[src/rtl/frm_pkg.sv]
package frm_pkg;

  // record state between input transactions
  typedef enum logic [1:0] {
    PH_IDLE,
    PH_NAME,
    PH_CONTENT
  } phase_t;

  // output burst segments
  typedef enum logic [2:0] {
    SEG_NONE,
    SEG_HEAD,   // AE 01 AA 04 "File" AE 02 AA 04 "name"
    SEG_NTAG,   // AA n | AB hi lo
    SEG_NAME,   // one name byte
    SEG_KEY,    // AA 05 "bytes"
    SEG_ATAG,   // AC n | AD hi lo
    SEG_UTAG,   // A2
    SEG_CBYTE   // one content byte
  } seg_t;

  localparam logic [7:0] TAG_U8  = 8'hA2;
  localparam logic [7:0] TAG_S8  = 8'hAA;
  localparam logic [7:0] TAG_S16 = 8'hAB;
  localparam logic [7:0] TAG_A8  = 8'hAC;
  localparam logic [7:0] TAG_A16 = 8'hAD;
  localparam logic [7:0] TAG_M8  = 8'hAE;

  localparam logic [7:0] KEY_RESET = 8'd42;

  localparam logic [4:0] HEAD_LAST = 5'd15;
  localparam logic [4:0] KEY_LAST  = 5'd6;

  // per-transaction burst description
  typedef struct packed {
    logic        nlong;    // 16-bit name length tag
    logic [15:0] nlen;
    logic        bytes_en; // "bytes" key and array header follow
    logic        along;    // 16-bit array header
    logic [15:0] alen;
    logic [7:0]  db;
    logic        clast;    // final content byte
  } item_t;

  function automatic logic [7:0] head_byte(input logic [4:0] idx);
    logic [7:0] b;
    unique case (idx)
      5'd0:    b = TAG_M8;
      5'd1:    b = 8'h01;
      5'd2:    b = TAG_S8;
      5'd3:    b = 8'h04;
      5'd4:    b = 8'h46; // F
      5'd5:    b = 8'h69; // i
      5'd6:    b = 8'h6C; // l
      5'd7:    b = 8'h65; // e
      5'd8:    b = TAG_M8;
      5'd9:    b = 8'h02;
      5'd10:   b = TAG_S8;
      5'd11:   b = 8'h04;
      5'd12:   b = 8'h6E; // n
      5'd13:   b = 8'h61; // a
      5'd14:   b = 8'h6D; // m
      5'd15:   b = 8'h65; // e
      default: b = 8'h00;
    endcase
    return b;
  endfunction

  function automatic logic [7:0] key_byte(input logic [4:0] idx);
    logic [7:0] b;
    unique case (idx)
      5'd0:    b = TAG_S8;
      5'd1:    b = 8'h05;
      5'd2:    b = 8'h62; // b
      5'd3:    b = 8'h79; // y
      5'd4:    b = 8'h74; // t
      5'd5:    b = 8'h65; // e
      5'd6:    b = 8'h73; // s
      default: b = 8'h00;
    endcase
    return b;
  endfunction

endpackage

[src/rtl/frm_in_if.sv]
interface frm_in_if;
  logic        valid;
  logic        ready;
  logic        start_req;
  logic [15:0] name_length;
  logic [15:0] content_length;
  logic [7:0]  data_byte;

  modport source (output valid, start_req, name_length, content_length, data_byte,
                  input ready);
  modport sink   (input valid, start_req, name_length, content_length, data_byte,
                  output ready);
endinterface

[src/rtl/frm_out_if.sv]
interface frm_out_if;
  logic       valid;
  logic       ready;
  logic [7:0] out_byte;
  logic       record_end;

  modport source (output valid, out_byte, record_end, input ready);
  modport sink   (input valid, out_byte, record_end, output ready);
endinterface

[src/rtl/frm_cfg_if.sv]
interface frm_cfg_if;
  logic       valid;
  logic       ready;
  logic [7:0] xor_key;

  modport source (output valid, xor_key, input ready);
  modport sink   (input valid, xor_key, output ready);
endinterface

[src/rtl/file_record_framer_top.sv]
// A taken input transaction is registered as a burst; each burst byte then passes
// through the output register. One output byte per cycle unless the output stalls;
// bursts are 2 bytes for content, 1 for a name byte (the last one 10 or 11 with the
// "bytes" key and array header), 18 to 28 for a start, none for data outside a
// record. The byte sequencer's burst length sets the rate.
// Reset (rst, synchronous, active high): no record open, output empty,
// xor_key back to 42.
module file_record_framer_top (
  input  logic        clk,
  input  logic        rst,
  frm_in_if.sink      src,
  frm_out_if.source   snk,
  frm_cfg_if.sink     cfg
);

  // record state, updated when an input transaction is taken
  frm_pkg::phase_t phase, phase_next;
  logic [15:0] name_left, name_left_next;
  logic [15:0] content_left, content_left_next;
  logic [15:0] content_total, content_total_next;
  logic [7:0]  xor_key;

  // burst held for the sequencer
  frm_pkg::item_t item, item_next;
  frm_pkg::seg_t  seg, seg_next, seg_first, seg_adv;
  logic [4:0]     cnt, cnt_next, cnt_adv;

  // output register
  logic       out_valid;
  logic [7:0] out_byte;
  logic       out_end;

  logic       in_acc;
  logic       fire;
  logic       seg_done;   // current byte is the last of its segment
  logic       burst_done; // current byte is the last of the burst
  logic [7:0] byte_raw;
  logic       end_bit;
  logic [15:0] name_dec, content_dec;

  // sequencer advances whenever the output register is free or drains
  assign fire   = (seg != frm_pkg::SEG_NONE) && (!out_valid || snk.ready);
  // take a new transaction while the last byte of the current burst moves out
  assign src.ready = (seg == frm_pkg::SEG_NONE) || (fire && burst_done);
  assign in_acc = src.valid && src.ready;

  assign cfg.ready = 1'b1;

  assign name_dec    = name_left - 16'd1;
  assign content_dec = content_left - 16'd1;

  // record state update and burst selection for the incoming transaction
  always_comb begin
    phase_next         = phase;
    name_left_next     = name_left;
    content_left_next  = content_left;
    content_total_next = content_total;
    item_next          = item;
    seg_first          = frm_pkg::SEG_NONE;
    if (in_acc) begin
      item_next.db = src.data_byte;
      if (src.start_req) begin
        seg_first          = frm_pkg::SEG_HEAD;
        item_next.nlen     = src.name_length;
        item_next.nlong    = (src.name_length[15:8] != 8'd0);
        item_next.alen     = src.content_length;
        item_next.along    = (src.content_length[15:8] != 8'd0);
        item_next.bytes_en = (src.name_length == 16'd0);
        item_next.clast    = 1'b0;
        name_left_next     = src.name_length;
        content_total_next = src.content_length;
        content_left_next  = 16'd0;
        if (src.name_length == 16'd0) begin
          // empty name: jump straight to the content section
          content_left_next = src.content_length;
          phase_next = (src.content_length == 16'd0) ? frm_pkg::PH_IDLE
                                                     : frm_pkg::PH_CONTENT;
        end else begin
          phase_next = frm_pkg::PH_NAME;
        end
      end else begin
        unique case (phase)
          frm_pkg::PH_NAME: begin
            seg_first          = frm_pkg::SEG_NAME;
            name_left_next     = name_dec;
            item_next.bytes_en = (name_dec == 16'd0);
            item_next.alen     = content_total;
            item_next.along    = (content_total[15:8] != 8'd0);
            item_next.clast    = 1'b0;
            if (name_dec == 16'd0) begin
              content_left_next = content_total;
              phase_next = (content_total == 16'd0) ? frm_pkg::PH_IDLE
                                                    : frm_pkg::PH_CONTENT;
            end
          end
          frm_pkg::PH_CONTENT: begin
            seg_first         = frm_pkg::SEG_UTAG;
            content_left_next = content_dec;
            item_next.clast   = (content_dec == 16'd0);
            if (content_dec == 16'd0) begin
              phase_next = frm_pkg::PH_IDLE;
            end
          end
          default: begin
            // data outside a record is dropped
            seg_first = frm_pkg::SEG_NONE;
          end
        endcase
      end
    end
  end

  // sequencer next state
  always_comb begin
    seg_adv = seg;
    cnt_adv = cnt + 5'd1;
    if (seg_done) begin
      cnt_adv = 5'd0;
      unique case (seg)
        frm_pkg::SEG_HEAD:  seg_adv = frm_pkg::SEG_NTAG;
        frm_pkg::SEG_NTAG:  seg_adv = item.bytes_en ? frm_pkg::SEG_KEY : frm_pkg::SEG_NONE;
        frm_pkg::SEG_NAME:  seg_adv = item.bytes_en ? frm_pkg::SEG_KEY : frm_pkg::SEG_NONE;
        frm_pkg::SEG_KEY:   seg_adv = frm_pkg::SEG_ATAG;
        frm_pkg::SEG_UTAG:  seg_adv = frm_pkg::SEG_CBYTE;
        default:            seg_adv = frm_pkg::SEG_NONE;
      endcase
    end
  end

  always_comb begin
    if (in_acc) begin
      seg_next = seg_first;
      cnt_next = 5'd0;
    end else if (fire) begin
      seg_next = seg_adv;
      cnt_next = cnt_adv;
    end else begin
      seg_next = seg;
      cnt_next = cnt;
    end
  end

  // sequencer outputs: byte, end mark, segment and burst completion
  always_comb begin
    byte_raw = 8'h00;
    end_bit  = 1'b0;
    seg_done = 1'b1;
    unique case (seg)
      frm_pkg::SEG_HEAD: begin
        byte_raw = frm_pkg::head_byte(cnt);
        seg_done = (cnt == frm_pkg::HEAD_LAST);
      end
      frm_pkg::SEG_NTAG: begin
        if (item.nlong) begin
          byte_raw = (cnt == 5'd0) ? frm_pkg::TAG_S16 :
                     (cnt == 5'd1) ? item.nlen[15:8] : item.nlen[7:0];
          seg_done = (cnt == 5'd2);
        end else begin
          byte_raw = (cnt == 5'd0) ? frm_pkg::TAG_S8 : item.nlen[7:0];
          seg_done = (cnt == 5'd1);
        end
      end
      frm_pkg::SEG_NAME: begin
        byte_raw = item.db;
      end
      frm_pkg::SEG_KEY: begin
        byte_raw = frm_pkg::key_byte(cnt);
        seg_done = (cnt == frm_pkg::KEY_LAST);
      end
      frm_pkg::SEG_ATAG: begin
        if (item.along) begin
          byte_raw = (cnt == 5'd0) ? frm_pkg::TAG_A16 :
                     (cnt == 5'd1) ? item.alen[15:8] : item.alen[7:0];
          seg_done = (cnt == 5'd2);
        end else begin
          byte_raw = (cnt == 5'd0) ? frm_pkg::TAG_A8 : item.alen[7:0];
          seg_done = (cnt == 5'd1);
        end
        // empty content closes the record on the array header
        end_bit = seg_done && (item.alen == 16'd0);
      end
      frm_pkg::SEG_UTAG: begin
        byte_raw = frm_pkg::TAG_U8;
      end
      frm_pkg::SEG_CBYTE: begin
        byte_raw = item.db;
        end_bit  = item.clast;
      end
      default: begin
        byte_raw = 8'h00;
      end
    endcase
  end

  assign burst_done = seg_done && (seg_adv == frm_pkg::SEG_NONE);

  always_ff @(posedge clk) begin
    if (rst) begin
      phase         <= frm_pkg::PH_IDLE;
      name_left     <= 16'd0;
      content_left  <= 16'd0;
      content_total <= 16'd0;
      xor_key       <= frm_pkg::KEY_RESET;
      seg           <= frm_pkg::SEG_NONE;
      cnt           <= 5'd0;
      out_valid     <= 1'b0;
    end else begin
      phase         <= phase_next;
      name_left     <= name_left_next;
      content_left  <= content_left_next;
      content_total <= content_total_next;
      seg           <= seg_next;
      cnt           <= cnt_next;
      if (cfg.valid && cfg.ready) begin
        xor_key <= cfg.xor_key;
      end
      if (fire) begin
        out_valid <= 1'b1;
      end else if (snk.ready) begin
        out_valid <= 1'b0;
      end
    end
  end

  // payload registers
  always_ff @(posedge clk) begin
    item <= item_next;
    if (fire) begin
      out_byte <= byte_raw ^ xor_key;
      out_end  <= end_bit;
    end
  end

  assign snk.valid      = out_valid;
  assign snk.out_byte   = out_byte;
  assign snk.record_end = out_end;

endmodule

[src/flat_wrapper.sv]
// flat-port wrapper written by rule: the top's interface ports become plain ports
module file_record_framer_top_flat 
  (clk, rst, src_valid, src_start_req, src_name_length, src_content_length, src_data_byte, src_ready, snk_valid, snk_out_byte, snk_record_end, snk_ready, cfg_valid, cfg_xor_key, cfg_ready);
  frm_in_if src_i ();
  frm_out_if snk_i ();
  frm_cfg_if cfg_i ();
  input  logic clk;
  input  logic rst;
  input wire logic [$bits(src_i.valid)-1:0] src_valid;
  input wire logic [$bits(src_i.start_req)-1:0] src_start_req;
  input wire logic [$bits(src_i.name_length)-1:0] src_name_length;
  input wire logic [$bits(src_i.content_length)-1:0] src_content_length;
  input wire logic [$bits(src_i.data_byte)-1:0] src_data_byte;
  output wire logic [$bits(src_i.ready)-1:0] src_ready;
  output wire logic [$bits(snk_i.valid)-1:0] snk_valid;
  output wire logic [$bits(snk_i.out_byte)-1:0] snk_out_byte;
  output wire logic [$bits(snk_i.record_end)-1:0] snk_record_end;
  input wire logic [$bits(snk_i.ready)-1:0] snk_ready;
  input wire logic [$bits(cfg_i.valid)-1:0] cfg_valid;
  input wire logic [$bits(cfg_i.xor_key)-1:0] cfg_xor_key;
  output wire logic [$bits(cfg_i.ready)-1:0] cfg_ready;
  assign src_i.valid = src_valid;
  assign src_i.start_req = src_start_req;
  assign src_i.name_length = src_name_length;
  assign src_i.content_length = src_content_length;
  assign src_i.data_byte = src_data_byte;
  assign src_ready = src_i.ready;
  assign snk_valid = snk_i.valid;
  assign snk_out_byte = snk_i.out_byte;
  assign snk_record_end = snk_i.record_end;
  assign snk_i.ready = snk_ready;
  assign cfg_i.valid = cfg_valid;
  assign cfg_i.xor_key = cfg_xor_key;
  assign cfg_ready = cfg_i.ready;
  file_record_framer_top u_core (.clk(clk), .rst(rst), .src(src_i), .snk(snk_i), .cfg(cfg_i));
endmodule
[config.mk]
export PLATFORM = sky130hd
export DESIGN_NAME = file_record_framer_top_flat
export DESIGN_NICKNAME = d
export VERILOG_FILES = /design/src/rtl/frm_pkg.sv /design/src/rtl/frm_in_if.sv /design/src/rtl/frm_out_if.sv /design/src/rtl/frm_cfg_if.sv /design/src/rtl/file_record_framer_top.sv /design/src/flat_wrapper.sv
export SDC_FILE = /design/constraint.sdc
export NUM_CORES = 1
export LEC_CHECK = 0
export BUFFER_PORTS_ARGS = -buffer_cell sky130_fd_sc_hd__buf_4
export CAP_MARGIN = 20
export CORE_ASPECT_RATIO = 1.2
export CORE_MARGIN = 5
export CORE_UTILIZATION = 60
export CTS_CLUSTER_SIZE = 10
export DETAILED_ROUTE_END_ITERATION = 8
export HOLD_SLACK_MARGIN = 0.15
export PLACE_DENSITY = 0.84
export SYNTH_ARGS = -nofsm -noshare
export SYNTH_HDL_FRONTEND = slang
export SYNTH_SLANG_ARGS = --single-unit
[constraint.sdc]
create_clock -name clk -period 3.7 [get_ports clk]
set_input_delay 0 -clock clk [delete_from_list [all_inputs] [get_ports clk]]
set_output_delay 0 -clock clk [all_outputs]
set_load 0.01 [all_outputs]
==> Yosys cells after proc, flatten, opt, wreduce, memory -nomap -nowiden <==
Memories as Yosys holds them, arrays and structs flattened. A register that Yosys moved wholly into a read port is not among the register bits.
Index checks and enable logic that the tools add are counted.
{ "op_classes": {"n_addsub": 3, "n_eq_ne": 18, "mux": 44, "bitwise": 1, "reduce_logical": 33} }
{ "op_table": {"columns": ["cell", "n"], "rows": [
  ["$logic_not 16->1", 6],
  ["$mux 16", 5],
  ["$mux 8", 9],
  ["$pmux 8 s7", 1],
  ["$pmux 8 s6", 1],
  ["$mux 18", 2],
  ["$pmux 16 s2", 1],
  ["$sub 16x1->16 const B", 2],
  ["$reduce_bool 8->1", 3],
  ["$eq 5x3->1 const B", 3],
  ["$mux 3", 5],
  ["$eq 3x3->1 const B", 4],
  ["$mux 2", 6],
  ["$pmux 3 s4", 1],
  ["$eq 5x2->1 const B", 2],
  ["$mux 4", 2],
  ["$xor 8x8->8", 1],
  ["$eq 3x2->1 const B", 2],
  ["$logic_not 3->1", 2],
  ["$ne 3x2->1 const B", 2],
  ["$pmux 3 s2", 1],
  ["$reduce_and 2->1", 3],
  ["$reduce_bool 2->1", 3],
  ["$reduce_bool 3->1", 2],
  ["18 further kinds", 30]
]} }
{ "totals": {"reg_bits": 120, "romBits": 112, "in_bits": 54, "output_inout_bits": 12, "word_cells": 117, "memories": 1} }
{ "mem_list": {"columns": ["name", "depth", "word_bits", "read_ports", "rd_clocked_by_memory_dff", "write_ports", "line_no", "text"], "rows": [
  ["(no name shown)", 16, 7, 1, 1, 0, "frm_pkg.sv:47", "unique case (idx)"]
]} }

==> Logic depth before layout (Yosys ltp) <==
{ "depth": {"word_depth": 12, "ltp_mapped": 16, "depth_no_buf": 15} }

==> Least setup slack after synthesis <==
OpenSTA, ideal clock, no wires.
{ "synth_timing": {"kind": "reg2reg", "from": "register u_core.cnt[0]", "to": "register (tool-made name)", "setup_time_ps": 133, "arrival_time_ps": 3194, "required_ps": 3567, "setup_slack_ps": 373, "path_stages_with_launch": 16, "path_buffers": 1, "synth_period_minus_slack_ps": 3327, "path_cell_list": "dfxtp_1 > ha_1 > and3_1 > ha_1 > or4b_1 > o21ai_0 > a2bb2oi_2 > a21oi_1 > o21ai_2 > inv_2 > clkbuf_8 > nor3_1 > inv_1 > ha_1 > nand3_1 > nand3_1"} }
{ "synth_rtl": {"columns": ["item", "line_no", "text"], "rows": [
  ["from (decl)", "file_record_framer_top.sv:26", "logic [4:0] cnt, cnt_next, cnt_adv;"],
  ["from (signal assigned)", "file_record_framer_top.sv:213", "cnt <= cnt_next;"]
]} }

==> Final worst setup path <==
{ "layout_timing": {"from": "register u_core.cnt[0]", "to": "register u_core.content_total[0]"} }
{ "layout_via": {"elab_chain_len": 11, "elab_cells_between_ends": 15, "classes_between": "4 x eq/ne; 5 x mux; 6 x reduce/logical"} }
{ "layout_lines": {"columns": ["item", "line_no", "text"], "rows": [
  ["$eq 5x1->1 / $eq 5x2->1 (equally long branches)", null, null],
  ["$mux 1", "file_record_framer_top.sv:171", "if (item.along) begin"],
  ["$mux 1", "file_record_framer_top.sv:148", "unique case (seg)"],
  ["$pmux 1 s4 *", "file_record_framer_top.sv:148", null],
  ["$mux 3", "file_record_framer_top.sv:117", "if (seg_done) begin"],
  ["$logic_not 3->1", "file_record_framer_top.sv:195", "assign burst_done = seg_done && (seg_adv == frm_pkg::SEG_NONE);"],
  ["$logic_and 1x1->1 *", "file_record_framer_top.sv:195", null],
  ["$logic_and 1x1->1 *", "file_record_framer_top.sv:44", "assign src.ready = (seg == frm_pkg::SEG_NONE) || (fire && burst_done);"],
  ["$logic_or 1x1->1 *", "file_record_framer_top.sv:44", null],
  ["$logic_and 1x1->1 *", "file_record_framer_top.sv:45", "assign in_acc = src.valid && src.ready;"],
  ["$reduce_and 2->1 (no source line) *", null, null],
  ["to (signal assigned)", "file_record_framer_top.sv:211", "content_total <= content_total_next;"],
  ["to (decl)", "file_record_framer_top.sv:20", "logic [15:0] content_total, content_total_next;"]
]} }
Every way passes the cells marked *; elsewhere a longest branch is shown, timed or not. The select of a mux whose other input is x is not followed.
A chain may end at the register's enable or synchronous reset.

==> metrics.txt <==
# TYPE chip_impl_metric gauge
chip_impl_info{name="run_status",value="finished clean"} 1
chip_impl_metric{name="gp_congestion",unit=""} 0.963
chip_impl_metric{name="ctsLongestPathBuffers",unit=""} 2
chip_impl_metric{name="worstPathArrival",unit="ns"} 3.92
chip_impl_info{name="tritoncts",value="built"} 1
chip_impl_metric{name="vias_in_the_first_global_route",unit=""} 7001
chip_impl_metric{name="data_required_time_at_the_worst_endpoint",unit="ns"} 4.00
chip_impl_metric{name="routedWlPerCell",unit="um"} 21.0
chip_impl_info{name="worst_setup_path_end_kind",value="register"} 1
chip_impl_metric{name="synth.cell_area",unit="sq um"} 7320
chip_impl_metric{name="layout_min_cycle_time",unit="ns"} 3.61
chip_impl_metric{name="pin_count_of_the_biggest_net_entering_global_routing",unit=""} 75
chip_impl_metric{name="h-tree-depth",unit=""} 4
chip_impl_metric{name="totalWireLength",unit="um"} 23200
chip_impl_metric{name="area_growth",unit="%"} 25.3
chip_impl_metric{name="final_hold_viol_count",unit=""} 0
chip_impl_metric{name="globalRouteTotalUtil",unit=""} 0.313
chip_impl_metric{name="share_of_layout_cells_above_drive_strength_1",unit=""} 0.177
chip_impl_metric{name="final_cells",unit=""} 1106
chip_impl_metric{name="ys.warnings.count",unit=""} 0
chip_impl_metric{name="num_antenna_cells",unit=""} 0
chip_impl_metric{name="setup_viol",unit=""} 0
chip_impl_metric{name="remaining_drc_errors",unit=""} 0
chip_impl_metric{name="post_synth_num_cell_types",unit=""} 75
chip_impl_metric{name="synth-seq-cells",unit=""} 127
chip_impl_metric{name="synth.top_cell.area_share",unit=""} 0.217
chip_impl_info{name="worstHoldPathType",value="in -> reg"} 1
chip_impl_info{name="rr_endpoint",value="u_core.content_total[0]$_SDFFE_PP0P_"} 1
chip_impl_info{name="startpoint_type",value="register"} 1
chip_impl_metric{name="insertion_delay",unit="ns"} 0.42
chip_impl_metric{name="worst_skew",unit="ns"} 0.00889
chip_impl_metric{name="routed_via_density",unit=""} 6.65
chip_impl_metric{name="timing.slew.headroom",unit=""} 0.425
chip_impl_metric{name="synth_async_sr_flop_share",unit=""} 0
chip_impl_metric{name="timing.max_cap.violations",unit=""} 0
chip_impl_metric{name="edff_count_synth",unit=""} 53
chip_impl_metric{name="via_count",unit=""} 7352
chip_impl_info{name="leading_cell_types_by_total_area_after_synthesis",value="edfxtp_1, dfxtp_1, mux2i_1"} 1
chip_impl_metric{name="path_max_fanout",unit=""} 6
chip_impl_info{name="worstHoldStart",value="rst"} 1
chip_impl_info{name="clock_tree.root_cell",value="clkbuf_16"} 1
chip_impl_metric{name="num_io_pins",unit=""} 66
chip_impl_metric{name="detail-route-antenna-nets",unit=""} 0
chip_impl_metric{name="first_pass_grt_wire_length",unit="um"} 36300
chip_impl_metric{name="final_cycle_share",unit=""} 0.977
chip_impl_metric{name="row_count",unit=""} 44
chip_impl_metric{name="grt-ovfl-total",unit=""} 0
chip_impl_metric{name="report.final.slew_viol_count",unit=""} 0
chip_impl_metric{name="clkSlewWorstSetupHoldPaths",unit="ns"} 0.06
chip_impl_metric{name="start_util",unit=""} 0.607
chip_impl_metric{name="floorplan.die.width",unit="um"} 111
chip_impl_metric{name="dieArea",unit="sq um"} 14500
chip_impl_info{name="timing.hold.worst_endpoint",value="u_core.xor_key[7]$_SDFFE_PP0P_"} 1
chip_impl_metric{name="detail_route.iter0.violations",unit=""} 1010
chip_impl_metric{name="seq_area_frac_synth",unit=""} 0.420
chip_impl_info{name="cp_class",value="reg -> reg"} 1
chip_impl_metric{name="placed_cells_incl_taps",unit=""} 987
chip_impl_metric{name="ff2ff_setup_slack",unit="ns"} 0.09
chip_impl_metric{name="total_leakage_power",unit="nW"} 3.60
chip_impl_metric{name="timing.setup.tns",unit="ns"} 0
chip_impl_metric{name="irDropWorstVdd",unit="mV"} 0.273
chip_impl_metric{name="coreArea",unit="sq um"} 12100
chip_impl_metric{name="y_dimension_of_the_die",unit="um"} 131
chip_impl_metric{name="mapped_cells",unit=""} 809
chip_impl_info{name="synth_most_common_cell",value="nor2_1"} 1
chip_impl_metric{name="antenna_violations_before_repair",unit=""} 0
chip_impl_info{name="synth.cells.most_frequent",value="nor2_1, nand2_1, dfxtp_1"} 1
chip_impl_metric{name="final.fill_count",unit=""} 738
chip_impl_metric{name="power.density_cell_area",unit="nW/um^2"} 492
chip_impl_info{name="ys_dominant_reg_cell",value="dfxtp_1"} 1
chip_impl_metric{name="cts_buffers",unit=""} 17
chip_impl_info{name="timing.rr.start",value="u_core.cnt[0]$_SDFFE_PP0P_"} 1
chip_impl_metric{name="min_delay_path_depth",unit=""} 2
chip_impl_metric{name="io_buffer_count",unit=""} 64
chip_impl_metric{name="postSynthNetCount",unit=""} 878
chip_impl_metric{name="final.hold.worst_slack",unit="ns"} 0.124
chip_impl_metric{name="reg2reg_depth",unit=""} 14
chip_impl_metric{name="clock_sinks",unit=""} 127
chip_impl_info{name="largest_area_contributor_in_the_synthesized_netlist",value="edfxtp_1"} 1
chip_impl_metric{name="avgSynthCellArea",unit="sq um"} 9.05
chip_impl_metric{name="drt_first_pass_iters",unit=""} 8
chip_impl_metric{name="clock.fmax",unit="MHz"} 277
chip_impl_metric{name="final_net_count",unit=""} 1001
chip_impl_metric{name="hpwlAfterDp",unit="um"} 13900
chip_impl_metric{name="worst_pin_slew",unit="ns"} 0.841
chip_impl_metric{name="finish.utilization",unit=""} 0.761
## worst max-delay path, stage by stage (launching register included)
cell	delay, ns
dfxtp_1	0.35
ha_2	0.24
and3_1	0.19
ha_1	0.20
or4b_1	0.46
o21ai_0	0.12
a2bb2oi_2	0.26
a21oi_1	0.15
o211ai_1	0.20
buf_4	0.17
clkbuf_8	0.19
buf_4	0.13
mux2i_1	0.19
nor2_1	0.06
dlygate4sd3_1	0.59
## layer usage
layer	routed length, um	share of wire	track usage
met1	8170	0.35	0.367
met2	11100	0.48	0.538
met3	2230	0.096	0.0585
met4	1770	0.076	0.193
met5	0	0	0
## logic make-up (layout without fill, tap and decap cells)
kind of cell               Yosys count  after routing  share of synthesized area
other                                1              1                   0.000512
xor gates and xnor gates            24             24                     0.0287
buffers and inverters               84            220                     0.0586
AOI/OAI and AO/OA                  204            204                      0.185
adders and majority gates           15             15                     0.0256
DFF                                127            127                      0.420
and+or+nand+nor                    294            294                      0.196
muxes                               60             60                     0.0855
## layout make-up
cell class                      count  area (sq um)  share of cell area
Multi-Input combinational cell    598          3820               0.417
Clock inverter                     13           118              0.0128
Sequential cell                   127          3070               0.335
Tap cell                          161           201              0.0220
Timing Repair Buffer              164          1440               0.156
Clock buffer                       19           433              0.0472
Inverter                           24          90.1             0.00982
## worst max path at each step
stage                                           startpoint                                     to  slack (ns)  cells after the start
final                           u_core.cnt[0]$_SDFFE_PP0P_   u_core.content_total[0]$_SDFFE_PP0P_        0.09                     14
after global routing            u_core.cnt[0]$_SDFFE_PP0P_  u_core.content_total[14]$_SDFFE_PP0P_       -0.02                     14
after CTS                       u_core.cnt[0]$_SDFFE_PP0P_   u_core.content_total[1]$_SDFFE_PP0P_        0.07                     12
after detailed placement        u_core.cnt[0]$_SDFFE_PP0P_                               register        0.34                     14
after global placement    u_core.name_left[0]$_SDFFE_PP0P_    u_core.content_left[8]$_SDFFE_PP0P_        0.52                      9
after floorplan                 u_core.cnt[0]$_SDFFE_PP0P_                               register        0.37                     15
## layout by cell type, fill, tap and decap left out, types with 4 or more instances in the layout
cell type and count:
a21oi_1 64, inv_1 22, mux2i_1 40, nor3_1 30, o41ai_1 8, nand2_1 76
nand3b_1 4, dlygate4sd3_1 74, a311oi_1 6, clkinvlp_4 5, o211ai_1 4, a311oi_2 6
and2_1 7, ha_1 14, a211oi_1 17, xor2_1 11, a31oi_1 12, a2111oi_0 4
clkbuf_16 17, and3_1 6, nand2b_1 6, buf_4 87, mux2_2 20, nor2_1 84
or2_2 5, dfxtp_1 74, nand3_1 21, edfxtp_1 53, xnor2_1 13, o21ai_0 45
nand4_1 10, nor4_1 21
## sequential cells by signal, indices dropped and copies added (netlist names), named ones only
signal                 count
u_core.cnt                 5
u_core.content_left       16
u_core.content_total      16
u_core.item               44
u_core.name_left          16
u_core.phase               2
u_core.seg                 3
u_core.snk.out_byte        8
u_core.snk.record_end      1
u_core.snk.valid           1
u_core.xor_key             8
## stage by stage
stage	power, mW	setup slack [ns]	area [sq um]
floorplan	2.51	0.373	7320
global placement	2.76	0.517	7760
detailed placement	2.79	0.335	7760
CTS	4.40	0.0726	9050
global route	4.69	-0.0204	9170
finish	4.51	0.0852	9170
## what timing repair did
action                                  4_1_cts  5_1_grt
endpoints found under the setup margin        0       15
buffers inserted                              0       12
resized for setup                             0        3
hold buffers                                 74        0
endpoints found under the hold margin       106        0
## where the power goes
part | internal [mW] | leakage, nW | switching [mW]
registers | 1.62 | 1.10 | 0.133
logic | 0.500 | 2.25 | 0.695
clock network | 0.922 | 0.255 | 0.642
total | 3.04 | 3.60 | 1.47
(Power assumes the default switching activity.)
